--- config.mk ---
export PLATFORM = sky130hd
export DESIGN_NAME = fba_ctrl
export DESIGN_NICKNAME = d
export VERILOG_FILES = /design/src/rtl/fba_pkg.sv /design/src/rtl/fba_ctrl.sv
export SDC_FILE = /design/constraint.sdc
export NUM_CORES = 1
export LEC_CHECK = 0
export ABC_AREA = 1
export CORE_AREA = 10 10 47 49
export DETAILED_ROUTE_END_ITERATION = 8
export DIE_AREA = 0 0 57 59
export DONT_BUFFER_PORTS = 1
export SYNTH_ARGS = -nofsm -noshare
export SYNTH_HDL_FRONTEND = slang
export SYNTH_SLANG_ARGS = --single-unit
export TNS_END_PERCENT = 100
--- constraint.sdc ---
create_clock -name clk -period 1.5 [get_ports clk]
set_input_delay 0.45 -clock clk [delete_from_list [all_inputs] [get_ports clk]]
set_output_delay 0.45 -clock clk [all_outputs]
set_load 0.01 [all_outputs]
--- src/rtl/fba_pkg.sv ---
// Shared types and constants of the block allocator.
package fba_pkg;

  localparam int DATA_W = 16;

  localparam logic [DATA_W-1:0] LINK_FREE = 16'h0000;
  localparam logic [DATA_W-1:0] LINK_END  = 16'hFFFF;

  typedef enum logic [1:0] {
    OP_WRITE    = 2'd0,
    OP_READ     = 2'd1,
    OP_ALLOC    = 2'd2,
    OP_FIND_END = 2'd3
  } fba_op_t;

  typedef enum logic [1:0] {
    ST_OK       = 2'd0,
    ST_NO_FREE  = 2'd1,
    ST_RANGE    = 2'd2,
    ST_TOO_LONG = 2'd3
  } fba_status_t;

  typedef struct packed {
    fba_op_t           operation;
    logic [DATA_W-1:0] block_index;
    logic [DATA_W-1:0] entry_value;
  } fba_in_t;

  typedef struct packed {
    logic [DATA_W-1:0] result_block;
    fba_status_t       status;
  } fba_out_t;

  typedef enum logic [3:0] {
    S_CLEAR,
    S_IDLE,
    S_DISPATCH,
    S_READ,
    S_SCAN,
    S_LINK,
    S_MARK,
    S_WALK,
    S_RESPOND
  } fba_state_t;

  typedef enum logic [3:0] {
    ACT_NONE,
    ACT_LOAD,
    ACT_CLEAR,
    ACT_WRITE,
    ACT_READ,
    ACT_SCAN_START,
    ACT_SCAN_STEP,
    ACT_LINK,
    ACT_MARK_END,
    ACT_WALK_START,
    ACT_WALK_STEP
  } fba_act_t;

  typedef enum logic [3:0] {
    RES_HOLD,
    RES_ZERO_OK,
    RES_ZERO_RANGE,
    RES_ZERO_NOFREE,
    RES_ZERO_LONG,
    RES_RDATA_OK,
    RES_K_OK,
    RES_CUR_OK,
    RES_CUR_RANGE
  } fba_res_t;

  typedef struct packed {
    fba_act_t act;
    fba_res_t res;
  } fba_cmd_t;

  typedef struct packed {
    logic    clr_last;
    logic    idx_bad;
    fba_op_t op;
    logic    zero_hit;
    logic    scan_last;
    logic    link_end;
    logic    link_bad;
    logic    walk_last;
  } fba_stat_t;

endpackage

--- src/rtl/fba_ctrl.sv ---
// Controller of the block allocator: sequences clear, command dispatch, read, write, scan, link and walk.
module fba_ctrl (
  input  logic               clk,
  input  logic               rst_n,
  input  logic               start,
  input  fba_pkg::fba_stat_t stat,
  output fba_pkg::fba_cmd_t  cmd,
  output logic               busy,
  output logic               out_valid
);
  import fba_pkg::*;

  fba_state_t state_r, state_nxt;

  always_comb begin
    state_nxt = state_r;
    case (state_r)
      S_CLEAR:    if (stat.clr_last) state_nxt = S_IDLE;
      S_IDLE:     if (start) state_nxt = S_DISPATCH;
      S_DISPATCH: begin
        if (stat.idx_bad) begin
          state_nxt = S_RESPOND;
        end else begin
          case (stat.op)
            OP_WRITE: state_nxt = S_RESPOND;
            OP_READ:  state_nxt = S_READ;
            OP_ALLOC: state_nxt = S_SCAN;
            default:  state_nxt = S_WALK;
          endcase
        end
      end
      S_READ:     state_nxt = S_RESPOND;
      S_SCAN: begin
        if (stat.zero_hit) begin
          state_nxt = S_LINK;
        end else if (stat.scan_last) begin
          state_nxt = S_RESPOND;
        end
      end
      S_LINK:     state_nxt = S_MARK;
      S_MARK:     state_nxt = S_RESPOND;
      S_WALK: begin
        if (stat.link_end || stat.link_bad || stat.walk_last) begin
          state_nxt = S_RESPOND;
        end
      end
      S_RESPOND:  state_nxt = S_IDLE;
      default:    state_nxt = S_IDLE;
    endcase
  end

  always_comb begin
    cmd.act = ACT_NONE;
    cmd.res = RES_HOLD;
    case (state_r)
      S_CLEAR: cmd.act = ACT_CLEAR;
      S_IDLE:  if (start) cmd.act = ACT_LOAD;
      S_DISPATCH: begin
        if (stat.idx_bad) begin
          cmd.res = RES_ZERO_RANGE;
        end else begin
          case (stat.op)
            OP_WRITE: begin
              cmd.act = ACT_WRITE;
              cmd.res = RES_ZERO_OK;
            end
            OP_READ:  cmd.act = ACT_READ;
            OP_ALLOC: cmd.act = ACT_SCAN_START;
            default:  cmd.act = ACT_WALK_START;
          endcase
        end
      end
      S_READ: cmd.res = RES_RDATA_OK;
      S_SCAN: begin
        if (stat.zero_hit) begin
          cmd.act = ACT_NONE;
        end else if (stat.scan_last) begin
          cmd.res = RES_ZERO_NOFREE;
        end else begin
          cmd.act = ACT_SCAN_STEP;
        end
      end
      S_LINK: cmd.act = ACT_LINK;
      S_MARK: begin
        cmd.act = ACT_MARK_END;
        cmd.res = RES_K_OK;
      end
      S_WALK: begin
        if (stat.link_end) begin
          cmd.res = RES_CUR_OK;
        end else if (stat.link_bad) begin
          cmd.res = RES_CUR_RANGE;
        end else if (stat.walk_last) begin
          cmd.res = RES_ZERO_LONG;
        end else begin
          cmd.act = ACT_WALK_STEP;
        end
      end
      default: ;
    endcase
  end

  assign busy      = (state_r != S_IDLE);
  assign out_valid = (state_r == S_RESPOND);

  always_ff @(posedge clk) begin
    if (!rst_n) begin
      state_r <= S_CLEAR;
    end else begin
      state_r <= state_nxt;
    end
  end

`ifndef SYNTHESIS
  a_strobe_single: assert property (@(posedge clk) disable iff (!rst_n)
    out_valid |=> !out_valid)
    else $error("result strobe held for more than one cycle");

  a_result_after_work: assert property (@(posedge clk) disable iff (!rst_n)
    out_valid |-> $past(busy))
    else $error("result strobe without a command in progress");

  a_start_taken: assert property (@(posedge clk) disable iff (!rst_n)
    (start && !busy) |=> (state_r == S_DISPATCH && busy))
    else $error("accepted command was not dispatched");
`endif

endmodule

Yosys cells after proc, flatten, opt, wreduce, memory -nomap -nowiden
Cells that the tools add are included.

Register bits after elaboration: 4. Output and inout port bits: 10. Word-level logic and storage cells: 47.

Equal/unequal tests: 15. Mux-type cells: 25. Reduce and logical (&&, ||, !) cells: 6.

Operators with widths (number): $pmux 4 s7 (2); $mux 4 (12); $pmux 4 s3 (2); $pmux 4 s5 (1); $eq 4x3->1 const B (4); $mux 3 (3); $eq 4x2->1 const B (2); $mux 2 (3); $ne 2x2->1 const B (3); $eq 4x1->1 const B (1); $eq 4x4->1 const B (1); $logic_not 4->1 (1); $ne 4x1->1 const B (1); $reduce_and 4->1 (1); $ne 3x3->1 const B (1); $eq 2x1->1 const B (1); $eq 2x2->1 const B (1); $logic_not 2->1 (1); $logic_or 1x1->1 (2); $mux 1 (2); $reduce_or 2->1 (1).

Depth between registers and ports, before layout
Depth in word-level cells: 4. Mapped depth: 9.

Worst setup path after synthesis
No wires, ideal clock.

Path type: reg2out. Start point: register state_r[1]. End point: output port cmd[4] (netlist name). Arrival: 1058 ps. Data required time: 1050 ps. Slack: -8 ps. Cell stages (with the launch flop): 7. Cell sequence: dfxtp_1 inv_2 nor2_2 nand2_2 nor2_4 inv_1 o221ai_2.

RTL lines: start: declaration (RTL line fba_ctrl.sv:13) `fba_state_t state_r, state_nxt;`; start signal: assignment (RTL line fba_ctrl.sv:110) `state_r <= state_nxt;`; end: declaration (RTL line fba_ctrl.sv:7) `output fba_pkg::fba_cmd_t cmd,`.

==> results <==
- Timing analysis after detailed placement gives a worst setup slack of -0.0423 ns.
- The final reports fail on setup timing.
- The fraction of layout cells with a size suffix above 1 is 57.3%.
- For the worst setup path, the data required time is approximately 1.1 ns.
- The largest registers in the layout are state_r: 4 flops.
- The number of nets still failing antenna checks after routing is 0.
- Across all layers, the routed design uses 740 vias.
- In this run the cell area of the synthesized design comes to between 500 and 600 um^2.
- Clock-pin slew was measured on the worst setup and hold paths at 0.04 ns.
- The flow ran to the end, but the final reports show violations.
- The last weighted congestion value of the routability-driven placer is between 0.8 and 0.9.
- The Yosys step of the flow raised 0 warnings.
- The capturing element type of the critical path is a primary output.
- The first detailed-routing pass took 4 iterations.
- Synthesis produced a netlist with a net count of ~110.
- The biggest fanout along the worst timing path is 6.
- The first-pass GRT wire length is approximately 3200 um.
- The top cell types in the final layout, fill and taps aside, are 21 x buf_4, 14 x nand2_1, 11 x nand2_2, 10 x inv_1, 9 x nor2_1.
- Summing the sequential cell areas from Yosys gives around 14% of the chip area.
- The number of antenna violations at the first check in global routing is 0.
- The cell count after placement is 131.
- The mean instance size in the synthesized netlist is a little under 6 um^2.
- Once layout is complete, the utilization of the core stands at between 60% and 70%.
- In this run the worst hold path is classified as input port to flop.
- The static leakage power is 0.474 nW.
- Counting flops with an async set or reset pin after synthesis yields a share of 0%.
- The final wirelength is between 1500 and 2000 um.
- The total grt overflow is 0.
- The final critical-path required period is between 1.5 and 2 ns.
- For this run, the leading register cell type out of synthesis is dfxtp_1.
- After layout, the worst setup slack is -0.205 ns.
- The DRC marker count from the first detailed-route iteration is 13.
- The width of the chip is about 57 um.
- The site row count is 14.
- The clock tree from TritonCTS is done.
- Clock tree synthesis found a total of 4 sinks.
- The overall power consumption is slightly below 900 uW.
- The number of antenna cells inserted is 0.
- Data arrives at the worst endpoint at 1.25 ns.
- The maximum vdd ir drop is 0.661 mV.
- The maximum number of pins on one net before global-route repair is 7.
- Global routing used about 11% of the available tracks across all layers.
- The height of the chip is 59 um.
- Ranked by flip-flop count, first place goes to state_r.
- The clock passes through at most 2 buffers.
- The count of cells in the finished layout, fillers not included, comes to 140.
- The count of boundary I/O pins is 22.
- The core region is 1400 um^2.
- Dividing the detail-routed wire length by the instance count gives roughly 14 um.
- The hold violation count in the final report is 0.
- The number of global-route vias before repair is between 700 and 800.
- The worst setup path is launched from a flop.
- Synthesis inferred 4 register bits.
- In the routed layout, each cell is associated on average with a via count of about 5.3.
- Setup violations remaining at the end of the flow were counted as 9.
- Measured against its own limit, the worst slew margin works out to a little over four fifths.
- The starting density of the core is about two fifths.
- The tree is rooted in a clkbuf_4.
- Detailed placement finished with a half-perimeter wire length of between 1000 and 1500 um.
- The area growth from synthesis to final layout is 61.6%.
- Based on the critical path, the design can be clocked at up to between 500 and 600 MHz.
- The register with the most flip-flops in the layout has 4 of them.
- Across the routed clock network, the largest skew measured is a little under 0.002 ns.
- The worst hold margin is ~0.34 ns.
- The share of the clock period used by the worst path is 114%.
- Buffers inserted to repair hold after CTS numbered 0.
- The floorplan step defined a die boundary enclosing between 3000 and 4000 um^2.
- The type of the worst setup path is flop to primary output.
- Across the run, the number of max-cap violations was 0.
- At the pin with the least slew margin, the transition time is 0.235 ns.
- The detailed-route DRC error count is 0.
- The library cell used most frequently in the layout, excluding fill and tap cells, is buf_4.
- The count of buffers added on input and output ports is 0.
- The CTS H-tree depth is 1.
- The synthesized design contains 0 enable-type register cells.
- The cell count after synthesis is 97.
- At the later pin of the worst-skew pair, clock insertion delay measures around 0.24 ns.
- Setup repair after global routing could not meet its margin everywhere.
- For this design the ratio of total power to cell area is ~940 nW/um^2.
- The number of max-slew violations in the final report is 0.
- At the end of the flow, the number of nets in the layout was 142.
- The distinct cell type count after synthesis is 21.
- Counting the buffers created by CTS gives 3.
synth_stat cells, types with 2 or more instances:
master	n	area, um^2
inv_2	3	11.3
nor2_2	7	43.8
o211ai_1	2	15.0
nand3_1	11	55.1
nor2_1	11	41.3
ha_1	4	50.1
nand2_2	3	18.8
inv_1	16	60.1
dfxtp_1	4	80.1
nand2_1	22	82.6
a21oi_1	4	20.0
worst max-delay path, cell delays in order, from the launching register on:
cell	delay, ns
dfxtp_4	0.40
nand2_2	0.08
nor2_4	0.14
inv_2	0.07
o22ai_2	0.17
inv_2	0.06
nand3_2	0.09
timing repair:
item                       in CTS  in global routing
pin swaps                       9                  5
resized for setup              32                  8
setup buffers                   5                  1
setup endpoints to repair      10                 10
area by class of cell:
cell class              instances  area (um^2)
multi-input cells              74          513
repair buffers                 24          191
inverters                      19         73.8
clock buffers                   3         22.5
well taps                      16         20.0
flip-flops and latches          4         95.1
fillers                       130          485
power by group:
group	internal [mW]	switching, mW
clock network	0.0900	0.0506
logic	0.257	0.284
registers	0.134	0.0509
cell families after synthesis:
family | synth area share [%]
adders and majority gates | 8.83
DFF | 14.1
and+or+nand+nor | 50.6
AOI/OAI and AO/OA | 13.9
buffers and inverters | 12.6
per-stage QoR:
step | TNS [ns] | instance area, um^2
3_3_place_gp | -0.0477 | 723
3_5_place_dp | -0.101 | 723
2_1_floorplan | 0 | 568
5_1_grt | -2.03 | 916
6_report | -1.44 | 916
4_1_cts | -1.30 | 886
worst paths after layout:
| path | from | to | slack [ns] | cells after the start |
|---|---|---|---|---|
| hold reg to reg | state_r[2]$_SDFFE_PN0P_ | state_r[2]$_SDFFE_PN0P_ | 0.66 | 3 |
| hold / removal | rst_n | state_r[0]$_SDFFE_PN0P_ | 0.34 | 2 |
| setup / recovery | state_r[0]$_SDFFE_PN0P_ | cmd[0] | -0.20 | 6 |
| setup reg to reg | state_r[3]$_SDFFE_PN0P_ | state_r[1]$_SDFFE_PN0P_ | 0.10 | 10 |
per-layer routing:
layer | up-vias | part of all wire [%] | GRT usage, % | routed length [um]
li1 | 364 | - | - | -
met1 | 335 | 40 | 12.6 | 770
met2 | 39 | 50 | 19.2 | 968
met3 | 2 | 8.5 | 3.22 | 163
met4 | 0 | 1.1 | 4.70 | 21
met5 | - | 0 | 0 | 0
Note: power is estimated with default switching activity, not from simulation.
